### config.mk
export PLATFORM = sky130hd
export DESIGN_NAME = dctcp_window_controller
export DESIGN_NICKNAME = d
export VERILOG_FILES = /design/src/dcwc_pkg.sv /design/src/dcwc_front.sv /design/src/dcwc_div.sv /design/src/dcwc_back.sv /design/src/dctcp_window_controller.sv
export SDC_FILE = /design/constraint.sdc
export NUM_CORES = 2
export LEC_CHECK = 0
export BUFFER_PORTS_ARGS = -buffer_cell sky130_fd_sc_hd__buf_2
export CAP_MARGIN = 15
export CORE_MARGIN = 10
export CORE_UTILIZATION = 25
export DETAILED_ROUTE_END_ITERATION = 8
export PLACE_DENSITY = 0.51
export SLEW_MARGIN = 20
export SYNTH_ARGS = -nofsm -noshare
export SYNTH_HDL_FRONTEND = slang
export SYNTH_HIERARCHICAL = 1
export SYNTH_SLANG_ARGS = --single-unit
export TNS_END_PERCENT = 100
### constraint.sdc
create_clock -name i_clk -period 8.35 [get_ports i_clk]
set_clock_uncertainty 0.2 [all_clocks]
set_input_delay 0.835 -clock i_clk [delete_from_list [all_inputs] [get_ports i_clk]]
set_output_delay 0.835 -clock i_clk [all_outputs]
set_load 0.05 [all_outputs]
### src/dcwc_pkg.sv
// ---------------------------------------------------------------------------
// DCTCP window controller package
// Shared widths, register indexes, the queued word type and sequence helpers.
// ---------------------------------------------------------------------------
`default_nettype none

package dcwc_pkg;

    localparam int SEQ_W       = 32;
    localparam int SEG_W       = 16;
    localparam int SHIFT_W     = 4;
    localparam int ALPHA_W     = 11;
    localparam int PROD_W      = SEQ_W + ALPHA_W;
    localparam int NUM_W       = SEQ_W + 10;
    localparam int QUOT_W      = 11;
    localparam int CFG_IDX_W   = 1;
    localparam int CFG_DATA_W  = SEG_W;

    // Alpha is a fraction of 1024; the cut scales by 2^-11
    localparam logic [ALPHA_W-1:0] ALPHA_ONE        = 11'd1024;
    localparam int                 ALPHA_FRAC_BITS  = 11;
    localparam logic [SHIFT_W-1:0] ALPHA_SCALE_BITS = 4'd10;

    // Configuration register indexes
    localparam logic [CFG_IDX_W-1:0] CFG_SEGMENT_SIZE = 1'b0;
    localparam logic [CFG_IDX_W-1:0] CFG_ALPHA_SHIFT  = 1'b1;

    localparam logic [SEG_W-1:0]   SEG_RESET   = 16'd536;
    localparam logic [SHIFT_W-1:0] SHIFT_RESET = 4'd4;

    localparam int DCWC_QUEUE_DEPTH = 4;

    // One classified segment waiting for the back end
    typedef struct packed {
        logic             ack_valid;
        logic             ece;
        logic [SEQ_W-1:0] ack_number;
        logic [SEQ_W-1:0] next_send_seq;
        logic [SEQ_W-1:0] cwnd;
        logic [SEQ_W-1:0] acked;
    } t_cmd;

    // Head of the command queue as seen by the back end
    typedef struct packed {
        logic valid;
        t_cmd cmd;
    } t_qhead;

    // Wrap-aware: a is before b when a - b is negative
    function automatic logic seq_before(input logic [SEQ_W-1:0] a,
                                        input logic [SEQ_W-1:0] b);
        logic [SEQ_W-1:0] diff;
        diff = a - b;
        return diff[SEQ_W-1];
    endfunction

    // Saturating 32-bit add
    function automatic logic [SEQ_W-1:0] sat_add(input logic [SEQ_W-1:0] a,
                                                 input logic [SEQ_W-1:0] b);
        logic [SEQ_W:0] sum;
        sum = {1'b0, a} + {1'b0, b};
        return sum[SEQ_W] ? {SEQ_W{1'b1}} : sum[SEQ_W-1:0];
    endfunction

endpackage

`default_nettype wire

### src/dcwc_front.sv
// ---------------------------------------------------------------------------
// DCTCP window controller front end
// Accepts segments, works out the acked byte count and queues the word.
// ---------------------------------------------------------------------------
`default_nettype none

module dcwc_front import dcwc_pkg::*; #(
    parameter int QUEUE_DEPTH = DCWC_QUEUE_DEPTH
) (
    input  wire logic             i_clk,
    input  wire logic             i_rst_n,
    input  wire logic             i_push,
    output logic                  o_full,
    input  wire logic             i_ack_valid,
    input  wire logic             i_ece_flag,
    input  wire logic [SEQ_W-1:0] i_ack_number,
    input  wire logic [SEQ_W-1:0] i_buffer_head,
    input  wire logic [SEQ_W-1:0] i_next_send_seq,
    input  wire logic [SEQ_W-1:0] i_cwnd_in,
    input  wire logic [SEG_W-1:0] i_segment_size,
    input  wire logic             i_deq,
    output t_qhead                o_head
);

    localparam int PTR_W = $clog2(QUEUE_DEPTH);
    localparam int CNT_W = $clog2(QUEUE_DEPTH + 1);

    t_cmd             r_mem [QUEUE_DEPTH];
    logic [PTR_W-1:0] r_wr_ptr;
    logic [PTR_W-1:0] r_rd_ptr;
    logic [CNT_W-1:0] r_count;
    logic [SEQ_W-1:0] acked;
    logic             enq;
    logic             deq;
    t_cmd             cmd;

    // Classify the acknowledgement: duplicate, advance or nothing
    always_comb begin
        acked = '0;
        if (i_ack_number == i_buffer_head) begin
            if (seq_before(i_ack_number, i_next_send_seq)) begin
                acked = {{(SEQ_W-SEG_W){1'b0}}, i_segment_size};
            end
        end else if (seq_before(i_buffer_head, i_ack_number)) begin
            acked = i_ack_number - i_buffer_head;
        end
    end

    always_comb begin
        cmd.ack_valid     = i_ack_valid;
        cmd.ece           = i_ece_flag;
        cmd.ack_number    = i_ack_number;
        cmd.next_send_seq = i_next_send_seq;
        cmd.cwnd          = i_cwnd_in;
        cmd.acked         = acked;
    end

    assign o_full = (r_count == CNT_W'(QUEUE_DEPTH));
    assign enq    = i_push && !o_full;
    assign deq    = i_deq && (r_count != '0);

    // Store the classified word
    always_ff @(posedge i_clk) begin
        if (enq) begin
            r_mem[r_wr_ptr] <= cmd;
        end
    end

    // Advance pointers and count
    always_ff @(posedge i_clk) begin
        if (!i_rst_n) begin
            r_wr_ptr <= '0;
            r_rd_ptr <= '0;
            r_count  <= '0;
        end else begin
            if (enq) begin
                r_wr_ptr <= (r_wr_ptr == PTR_W'(QUEUE_DEPTH - 1)) ? '0 : r_wr_ptr + 1'b1;
            end
            if (deq) begin
                r_rd_ptr <= (r_rd_ptr == PTR_W'(QUEUE_DEPTH - 1)) ? '0 : r_rd_ptr + 1'b1;
            end
            if (enq && !deq) begin
                r_count <= r_count + 1'b1;
            end else if (deq && !enq) begin
                r_count <= r_count - 1'b1;
            end
        end
    end

    assign o_head.valid = (r_count != '0);
    assign o_head.cmd   = r_mem[r_rd_ptr];

endmodule

`default_nettype wire

### src/dcwc_div.sv
// ---------------------------------------------------------------------------
// DCTCP window controller divider
// Restoring division, one quotient bit per cycle, eleven quotient bits.
// ---------------------------------------------------------------------------
`default_nettype none

module dcwc_div import dcwc_pkg::*; (
    input  wire logic              i_clk,
    input  wire logic              i_rst_n,
    input  wire logic              i_start,
    input  wire logic [NUM_W-1:0]  i_num,
    input  wire logic [SEQ_W-1:0]  i_den,
    output logic                   o_done,
    output logic [QUOT_W-1:0]      o_quot
);

    localparam int CNT_W = $clog2(QUOT_W + 1);

    logic [SEQ_W-1:0]  r_rem;
    logic [SEQ_W-1:0]  r_den;
    logic [QUOT_W-1:0] r_num_lo;
    logic [QUOT_W-1:0] r_quot;
    logic [CNT_W-1:0]  r_cnt;
    logic              r_busy;
    logic              r_done;
    logic [SEQ_W:0]    trial;
    logic              q_bit;
    logic [SEQ_W:0]    n_rem;

    // Shift in the next numerator bit and try the subtract
    always_comb begin
        trial = {r_rem, r_num_lo[QUOT_W-1]};
        q_bit = (trial >= {1'b0, r_den});
        n_rem = q_bit ? (trial - {1'b0, r_den}) : trial;
    end

    // The numerator never reaches den * 2^11, so the upper part seeds the remainder
    always_ff @(posedge i_clk) begin
        if (i_start) begin
            r_rem    <= SEQ_W'(i_num[NUM_W-1:QUOT_W]);
            r_num_lo <= i_num[QUOT_W-1:0];
            r_den    <= i_den;
            r_quot   <= '0;
        end else if (r_busy) begin
            r_rem    <= n_rem[SEQ_W-1:0];
            r_num_lo <= {r_num_lo[QUOT_W-2:0], 1'b0};
            r_quot   <= {r_quot[QUOT_W-2:0], q_bit};
        end
    end

    // Count iterations and flag completion
    always_ff @(posedge i_clk) begin
        if (!i_rst_n) begin
            r_busy <= 1'b0;
            r_done <= 1'b0;
            r_cnt  <= '0;
        end else begin
            r_done <= r_busy && (r_cnt == CNT_W'(1));
            if (i_start) begin
                r_busy <= 1'b1;
                r_cnt  <= CNT_W'(QUOT_W);
            end else if (r_busy) begin
                r_cnt <= r_cnt - 1'b1;
                if (r_cnt == CNT_W'(1)) begin
                    r_busy <= 1'b0;
                end
            end
        end
    end

    assign o_done = r_done;
    assign o_quot = r_quot;

endmodule

`default_nettype wire

### src/dcwc_back.sv
// ---------------------------------------------------------------------------
// DCTCP window controller back end
// Cuts the window, keeps byte counters and alpha, holds the result word.
// ---------------------------------------------------------------------------
`default_nettype none

module dcwc_back import dcwc_pkg::*; (
    input  wire logic               i_clk,
    input  wire logic               i_rst_n,
    input  t_qhead                  i_head,
    output logic                    o_deq,
    input  wire logic [SEG_W-1:0]   i_segment_size,
    input  wire logic [SHIFT_W-1:0] i_alpha_shift,
    output logic                    o_empty,
    input  wire logic               i_pop,
    output logic [SEQ_W-1:0]        o_cwnd_out,
    output logic [SEQ_W-1:0]        o_ssthresh_out,
    output logic                    o_window_cut,
    output logic [ALPHA_W-1:0]      o_alpha_out,
    output logic                    o_alpha_updated
);

    localparam logic [2:0] ST_IDLE = 3'd0;
    localparam logic [2:0] ST_CUT  = 3'd1;
    localparam logic [2:0] ST_DIV  = 3'd2;
    localparam logic [2:0] ST_OUT  = 3'd3;

    logic [2:0]         r_state;
    t_cmd               r_cmd;
    logic [PROD_W-1:0]  r_prod;
    logic               r_reach;
    logic [SEQ_W-1:0]   r_cwnd_res;
    logic               r_updated;
    logic [ALPHA_W-1:0] r_alpha;
    logic [SEQ_W-1:0]   r_ecn;
    logic [SEQ_W-1:0]   r_total;
    logic [SEQ_W-1:0]   r_wend;
    logic               r_out_valid;
    logic [SEQ_W-1:0]   r_o_cwnd;
    logic [SEQ_W-1:0]   r_o_ssth;
    logic               r_o_cut;
    logic [ALPHA_W-1:0] r_o_alpha;
    logic               r_o_updated;

    logic [ALPHA_W-1:0] alpha_scale;
    logic [SEQ_W-1:0]   n_ecn;
    logic [SEQ_W-1:0]   n_total;
    logic [SEQ_W-1:0]   cand;
    logic [SEQ_W-1:0]   floor_w;
    logic [SHIFT_W-1:0] g;
    logic [SHIFT_W-1:0] num_shift;
    logic [NUM_W-1:0]   div_num;
    logic [SEQ_W-1:0]   div_den;
    logic               div_start;
    logic               div_done;
    logic [QUOT_W-1:0]  div_quot;
    logic [ALPHA_W:0]   n_alpha_wide;
    logic [ALPHA_W-1:0] n_alpha;
    logic               out_free;

    assign out_free    = !r_out_valid || i_pop;
    assign alpha_scale = (r_alpha > ALPHA_ONE) ? ALPHA_ONE : r_alpha;

    // Counter updates for the word at the queue head
    always_comb begin
        n_ecn   = r_ecn;
        n_total = r_total;
        if (i_head.cmd.ack_valid) begin
            if (i_head.cmd.ece) begin
                n_ecn = sat_add(r_ecn, i_head.cmd.acked);
            end
            n_total = sat_add(r_total, i_head.cmd.acked);
        end
    end

    // Window cut candidate and floor
    assign cand    = r_cmd.cwnd - r_prod[PROD_W-1:ALPHA_FRAC_BITS];
    assign floor_w = {{(SEQ_W-SEG_W-1){1'b0}}, i_segment_size, 1'b0};

    // Divider operands from the updated counters
    assign g         = (i_alpha_shift > ALPHA_SCALE_BITS) ? ALPHA_SCALE_BITS : i_alpha_shift;
    assign num_shift = ALPHA_SCALE_BITS - g;
    assign div_num   = {{(NUM_W-SEQ_W){1'b0}}, r_ecn} << num_shift;
    assign div_den   = (r_total == '0) ? SEQ_W'(1) : r_total;
    assign div_start = (r_state == ST_CUT) && r_reach;

    // New alpha: decay plus the marked fraction, capped at one
    always_comb begin
        n_alpha_wide = {1'b0, r_alpha} - {1'b0, r_alpha >> g}
                     + {{(ALPHA_W+1-QUOT_W){1'b0}}, div_quot};
        n_alpha      = (n_alpha_wide > {1'b0, ALPHA_ONE}) ? ALPHA_ONE
                                                          : n_alpha_wide[ALPHA_W-1:0];
    end

    dcwc_div u_div (
        .i_clk   (i_clk),
        .i_rst_n (i_rst_n),
        .i_start (div_start),
        .i_num   (div_num),
        .i_den   (div_den),
        .o_done  (div_done),
        .o_quot  (div_quot)
    );

    assign o_deq = (r_state == ST_IDLE) && i_head.valid;

    // Per-word datapath registers
    always_ff @(posedge i_clk) begin
        unique case (r_state)
            ST_IDLE: begin
                if (i_head.valid) begin
                    r_cmd     <= i_head.cmd;
                    r_prod    <= PROD_W'(i_head.cmd.cwnd) * PROD_W'(alpha_scale);
                    r_reach   <= i_head.cmd.ack_valid
                                 && !seq_before(i_head.cmd.ack_number, r_wend);
                    r_updated <= 1'b0;
                end
            end
            ST_CUT: begin
                if (r_cmd.ece) begin
                    r_cwnd_res <= (cand > floor_w) ? cand : floor_w;
                end else begin
                    r_cwnd_res <= r_cmd.cwnd;
                end
            end
            ST_DIV: begin
                if (div_done) begin
                    r_updated <= 1'b1;
                end
            end
            ST_OUT: begin
                if (out_free) begin
                    r_o_cwnd    <= r_cwnd_res;
                    r_o_ssth    <= r_cmd.ece ? r_cwnd_res : '0;
                    r_o_cut     <= r_cmd.ece;
                    r_o_alpha   <= r_alpha;
                    r_o_updated <= r_updated;
                end
            end
            default: begin
            end
        endcase
    end

    // Sequencer, estimator state and result valid
    always_ff @(posedge i_clk) begin
        if (!i_rst_n) begin
            r_state     <= ST_IDLE;
            r_alpha     <= '0;
            r_ecn       <= '0;
            r_total     <= '0;
            r_wend      <= '0;
            r_out_valid <= 1'b0;
        end else begin
            // Load a new result word, or drop the one just popped
            if ((r_state == ST_OUT) && out_free) begin
                r_out_valid <= 1'b1;
            end else if (i_pop && r_out_valid) begin
                r_out_valid <= 1'b0;
            end
            unique case (r_state)
                ST_IDLE: begin
                    if (i_head.valid) begin
                        r_ecn   <= n_ecn;
                        r_total <= n_total;
                        r_state <= ST_CUT;
                    end
                end
                ST_CUT: begin
                    r_state <= r_reach ? ST_DIV : ST_OUT;
                end
                ST_DIV: begin
                    if (div_done) begin
                        r_alpha <= n_alpha;
                        r_ecn   <= '0;
                        r_total <= '0;
                        r_wend  <= r_cmd.next_send_seq;
                        r_state <= ST_OUT;
                    end
                end
                ST_OUT: begin
                    if (out_free) begin
                        r_state <= ST_IDLE;
                    end
                end
                default: begin
                    r_state <= ST_IDLE;
                end
            endcase
        end
    end

    assign o_empty         = !r_out_valid;
    assign o_cwnd_out      = r_o_cwnd;
    assign o_ssthresh_out  = r_o_ssth;
    assign o_window_cut    = r_o_cut;
    assign o_alpha_out     = r_o_alpha;
    assign o_alpha_updated = r_o_updated;

endmodule

`default_nettype wire

### src/dctcp_window_controller.sv
// ---------------------------------------------------------------------------
// DCTCP window controller
// Alpha estimation over observation windows and ECN window reduction.
//
//   Channel   Handshake       Payload
//   input     push / full     i_ack_valid .. i_cwnd_in
//   result    pop / empty     o_cwnd_out .. o_alpha_updated
//   config    i_cfg_we        i_cfg_index, i_cfg_data (no wait, no read-back)
//
// A word passes the back-end states idle, cut and out when its ACK does not close the
// observation window, and also div when it does: the divider retires one quotient
// bit per cycle for 11 bits, then reports completion from a register.
// The front end keeps accepting into a small command queue meanwhile.
// Reset is synchronous, active low; it clears alpha, both byte counters,
// the window end, the queue and the result word.
// A result waiting on pop holds the back end; the queue fills behind it.
// ---------------------------------------------------------------------------
`default_nettype none

module dctcp_window_controller import dcwc_pkg::*; #(
    parameter int QUEUE_DEPTH = DCWC_QUEUE_DEPTH
) (
    input  wire logic                  i_clk,
    input  wire logic                  i_rst_n,
    input  wire logic                  i_cfg_we,
    input  wire logic [CFG_IDX_W-1:0]  i_cfg_index,
    input  wire logic [CFG_DATA_W-1:0] i_cfg_data,
    input  wire logic                  push,
    output logic                       full,
    input  wire logic                  i_ack_valid,
    input  wire logic                  i_ece_flag,
    input  wire logic [SEQ_W-1:0]      i_ack_number,
    input  wire logic [SEQ_W-1:0]      i_buffer_head,
    input  wire logic [SEQ_W-1:0]      i_next_send_seq,
    input  wire logic [SEQ_W-1:0]      i_cwnd_in,
    output logic                       empty,
    input  wire logic                  pop,
    output logic [SEQ_W-1:0]           o_cwnd_out,
    output logic [SEQ_W-1:0]           o_ssthresh_out,
    output logic                       o_window_cut,
    output logic [ALPHA_W-1:0]         o_alpha_out,
    output logic                       o_alpha_updated
);

    logic [SEG_W-1:0]   r_segment_size;
    logic [SHIFT_W-1:0] r_alpha_shift;
    t_qhead             head;
    logic               deq;

    // Configuration registers
    always_ff @(posedge i_clk) begin
        if (!i_rst_n) begin
            r_segment_size <= SEG_RESET;
            r_alpha_shift  <= SHIFT_RESET;
        end else if (i_cfg_we) begin
            unique case (i_cfg_index)
                CFG_SEGMENT_SIZE: r_segment_size <= i_cfg_data;
                CFG_ALPHA_SHIFT:  r_alpha_shift  <= i_cfg_data[SHIFT_W-1:0];
                default: begin
                end
            endcase
        end
    end

    dcwc_front #(
        .QUEUE_DEPTH (QUEUE_DEPTH)
    ) u_front (
        .i_clk           (i_clk),
        .i_rst_n         (i_rst_n),
        .i_push          (push),
        .o_full          (full),
        .i_ack_valid     (i_ack_valid),
        .i_ece_flag      (i_ece_flag),
        .i_ack_number    (i_ack_number),
        .i_buffer_head   (i_buffer_head),
        .i_next_send_seq (i_next_send_seq),
        .i_cwnd_in       (i_cwnd_in),
        .i_segment_size  (r_segment_size),
        .i_deq           (deq),
        .o_head          (head)
    );

    dcwc_back u_back (
        .i_clk           (i_clk),
        .i_rst_n         (i_rst_n),
        .i_head          (head),
        .o_deq           (deq),
        .i_segment_size  (r_segment_size),
        .i_alpha_shift   (r_alpha_shift),
        .o_empty         (empty),
        .i_pop           (pop),
        .o_cwnd_out      (o_cwnd_out),
        .o_ssthresh_out  (o_ssthresh_out),
        .o_window_cut    (o_window_cut),
        .o_alpha_out     (o_alpha_out),
        .o_alpha_updated (o_alpha_updated)
    );

`ifndef SYNTHESIS
    // Alpha reported with a result never exceeds one
    a_alpha_cap: assert property (@(posedge i_clk) disable iff (!i_rst_n)
        !empty |-> (o_alpha_out <= ALPHA_ONE))
        else $error("alpha above one");

    // Threshold follows the cut window, and is zero without a cut
    a_ssthresh: assert property (@(posedge i_clk) disable iff (!i_rst_n)
        !empty |-> (o_window_cut ? (o_ssthresh_out == o_cwnd_out)
                                 : (o_ssthresh_out == '0)))
        else $error("ssthresh does not match cut");

    // A cut window never drops below two segments
    a_cut_floor: assert property (@(posedge i_clk) disable iff (!i_rst_n)
        (!empty && o_window_cut)
            |-> (o_cwnd_out >= {{(SEQ_W-SEG_W-1){1'b0}}, r_segment_size, 1'b0}))
        else $error("cut window below floor");
`endif

endmodule

`default_nettype wire
==> metrics <==
outcome completed; P&R area growth vs syn 14.0%; post-synthesis sequential area ratio 45.3%; Ys Warns 6; PortBufs 230; combinational power share 43.7%; Worst-Skew Late Latency 0.80 ns; CTS tree yes; RePlAce Congestion 0.866; post-route ant nets 0; Worst Reg2Reg Path Length in Cells 20; Main synth FF type edfxtp_1; Net Sw Power 8630 uW; Sw Share 39.8%; number of H-tree levels 3; largest family of logic cells by synthesized area adder cells; Die H 510 um; hold depth 1; startpoint types flop; row cnt 179; Final #Nets 6209; initial antenna violation count 60; #FFs+latches synth 959; MaxCap Viol Count 0; PwrDens 316 nW/um^2; Starting DRT DRC Count 2795; Post-synth EDFFs 802; Mapped Cells 5275; Compound-Gate Fraction of Synth Area 10.3%; global route overflow 0; most frequent cells in the layout edfxtp_1, inv_1, nand2_1, ha_1, fa_1; largest cells by area after synthesis edfxtp_1, fa_1, ha_1; dominant cell type by area after synthesis edfxtp_1; fmax 0.134 GHz; WL final 176000 um; Internal 13000 uW; WL/cell 20.3 um; fraction of layout cells with a size suffix above 1 12.5%; Worst Hold Class primary input to flop; Ports 231; leakage 0.0274 uW; sequential power share 33.2%; Netlist Area Pre-Place 60100 um^2; Setup-failing EPs final 0; die area 260000 um^2; CP Max Fanout 22; Synth cell types 106; post-synthesis mux area share 7.73%; Vias per Instance 4.62; Total Power 21700 uW; Synth Area in Adders 17.2%; critical path arrival 7.74 ns; Mapped Nets 6081; CTS Sinks 959; hpwl dp 131000 um; CTS Buf Count 110; Crit. End Element flop; Tightest Pin Transition 1.12 ns; Post-Synth XOR/XNOR Area 2.33%; clock share of power 23.2%; Pre-Repair DR Iteration Count 5; ys async rst share 0%; core area 239000 um^2; Slew Limit Headroom 25.2%; Final Cycle Share 89.1%; Worst VDD drop 236 uV; vias in the first global route 41400; clk slew on worst S/H paths 0.06 ns; largest net degree at the start of global routing 131; CTS resizes 0; Die W 510 um; RSZ-0062 raised after global routing no; DR vias 40100; CTS Buffer Depth 3; min Tclk post-route 7.44 ns; WS Path Type flop to flop; most common cell after layout, fill and taps aside edfxtp_1; Synth Area in Simple Gates 11.7%; Initial Util 25.2%; area share of the largest cell type after synthesis 40.1%; fin. max-slew vios 0; Required @ worst endpoint 8.65 ns; Avg Inst Size Synth 11.4 um^2; Total GRT Usage 13.4%; Setup TNS 0 ns; residual DRC count 0; CTS root buf clkbuf_16; Hold Violations, Final 0; first-pass GRT wire length 266000 um
## flip-flops by register name, indices dropped and copies added (netlist names), 2 cells and up, named ones only
name / count
u_front/r_mem: 520
u_back/r_cmd: 65
u_back/o_cwnd_out: 32
u_back/o_ssthresh_out: 32
u_back/r_cwnd_res: 32
u_back/r_ecn: 32
u_back/r_prod: 32
u_back/r_total: 32
u_back/r_wend: 32
u_back/u_div/r_den: 32
u_back/u_div/r_rem: 32
r_segment_size: 16
u_back/o_alpha_out: 11
u_back/r_alpha: 11
u_back/u_div/o_quot: 11
u_back/u_div/r_num_lo: 11
r_alpha_shift: 4
u_back/u_div/r_cnt: 4
u_front/r_count: 3
u_back/r_state: 2
u_front/r_rd_ptr: 2
u_front/r_wr_ptr: 2
## routing by layer
| layer | global-route usage [%] | vias to the layer above | wire (um) |
|---|---|---|---|
| li1 | - | 18900 | - |
| met1 | 17.5 | 20000 | 78000 |
| met2 | 22.3 | 883 | 82900 |
| met3 | 2.48 | 292 | 9000 |
| met4 | 4.24 | 38 | 6260 |
| met5 | 0 | - | 223 |
## final cells by class
class / instances / area (um^2)
Sequential cell: 959 / 27200
Multi-Input combinational cell: 3470 / 29700
Clock buffer: 144 / 3010
Timing Repair Buffer: 282 / 1620
Clock inverter: 66 / 811
Antenna cell: 14 / 35.0
Fill cell: 24600 / 170000
Inverter: 580 / 2180
Tap cell: 3167 / 3960
## synthesized netlist by cell type (28+ instances only)
| cell | n |
|---|---|
| a21boi_0 | 50 |
| a21o_1 | 105 |
| a21oi_1 | 242 |
| a31oi_1 | 44 |
| and2_1 | 268 |
| and3_1 | 28 |
| clkbuf_1 | 215 |
| dfxtp_1 | 157 |
| edfxtp_1 | 802 |
| fa_1 | 285 |
| ha_1 | 369 |
| inv_1 | 580 |
| mux2i_1 | 149 |
| mux4_2 | 130 |
| nand2_1 | 529 |
| nand2b_1 | 30 |
| nand3_1 | 67 |
| nand4_1 | 53 |
| nor2_1 | 226 |
| nor2b_1 | 34 |
| nor3_1 | 60 |
| o21a_1 | 38 |
| o21ai_0 | 182 |
| or3_1 | 35 |
| xnor2_1 | 99 |
| xor2_1 | 61 |
## final timing paths
check / start / end / slack (ns)
hold reg to reg: u_back/r_cwnd_res[19]$_DFFE_PN_ / u_back/o_cwnd_out[19]$_DFFE_PP_ / 0.26
hold / removal: i_ece_flag / u_front/r_mem[1][128]$_DFFE_PP_ / 0.07
setup / recovery: flop / u_back/r_prod[33]$_DFFE_PP_ / 0.91
setup reg to reg: flop / u_back/r_prod[33]$_DFFE_PP_ / 0.91
## stage by stage
stage               cell area, um^2  worst slack, ns  utilization (%)  instances  hold slack (ns)
finish                        68500            0.907             28.7       8682           0.0699
global route                  68500            0.420             28.7       8672           0.0249
CTS                           68500            0.898             28.7       8668          0.00200
detailed placement            64600            0.904             27.1       8457            0.233
global placement              64600            0.897             27.1       8457            0.255
floorplan                     60100            0.952                -       5275            0.200
## power by group through the flow
stage,combinational (uW),sequential (uW),clock (uW)
floorplan,6850,7060,0
global placement,9330,7300,0
detailed placement,9420,7320,0
CTS,9470,7230,5190
global route,10500,7290,5380
finish,9460,7180,5020
## critical path, stage by stage (launching register included)
cell      delay [ns]
dfxtp_4         0.67
buf_12          0.28
mux4_2          0.69
and2_1          0.25
fa_1            0.51
fa_1            0.52
fa_1            0.53
fa_1            0.55
inv_1           0.05
fa_1            0.54
inv_1           0.04
ha_1            0.36
a21o_1          0.21
a21o_1          0.17
a221oi_1        0.35
o21ai_0         0.14
a31oi_1         0.41
o211ai_1        0.20
a21oi_1         0.25
o21ai_0         0.13
xor2_1          0.16
## cells by family (layout without fill, tap and decap cells)
| logic type | Yosys count | count (layout) |
|---|---|---|
| simple gates | 1426 | 1426 |
| flops | 959 | 959 |
| compound gates | 931 | 931 |
| buf+inv | 846 | 1072 |
| fa+ha+maj | 654 | 654 |
| mux | 299 | 299 |
| xor+xnor | 160 | 160 |
| other cells | 0 | 14 |
## timing repair
action,in CTS,in global routing
setup buffers,0,0
hold endpoints to repair,1,0
hold buffers,1,0
endpoints found under the setup margin,0,0
No activity file was read; power rests on OpenSTA's default activity.
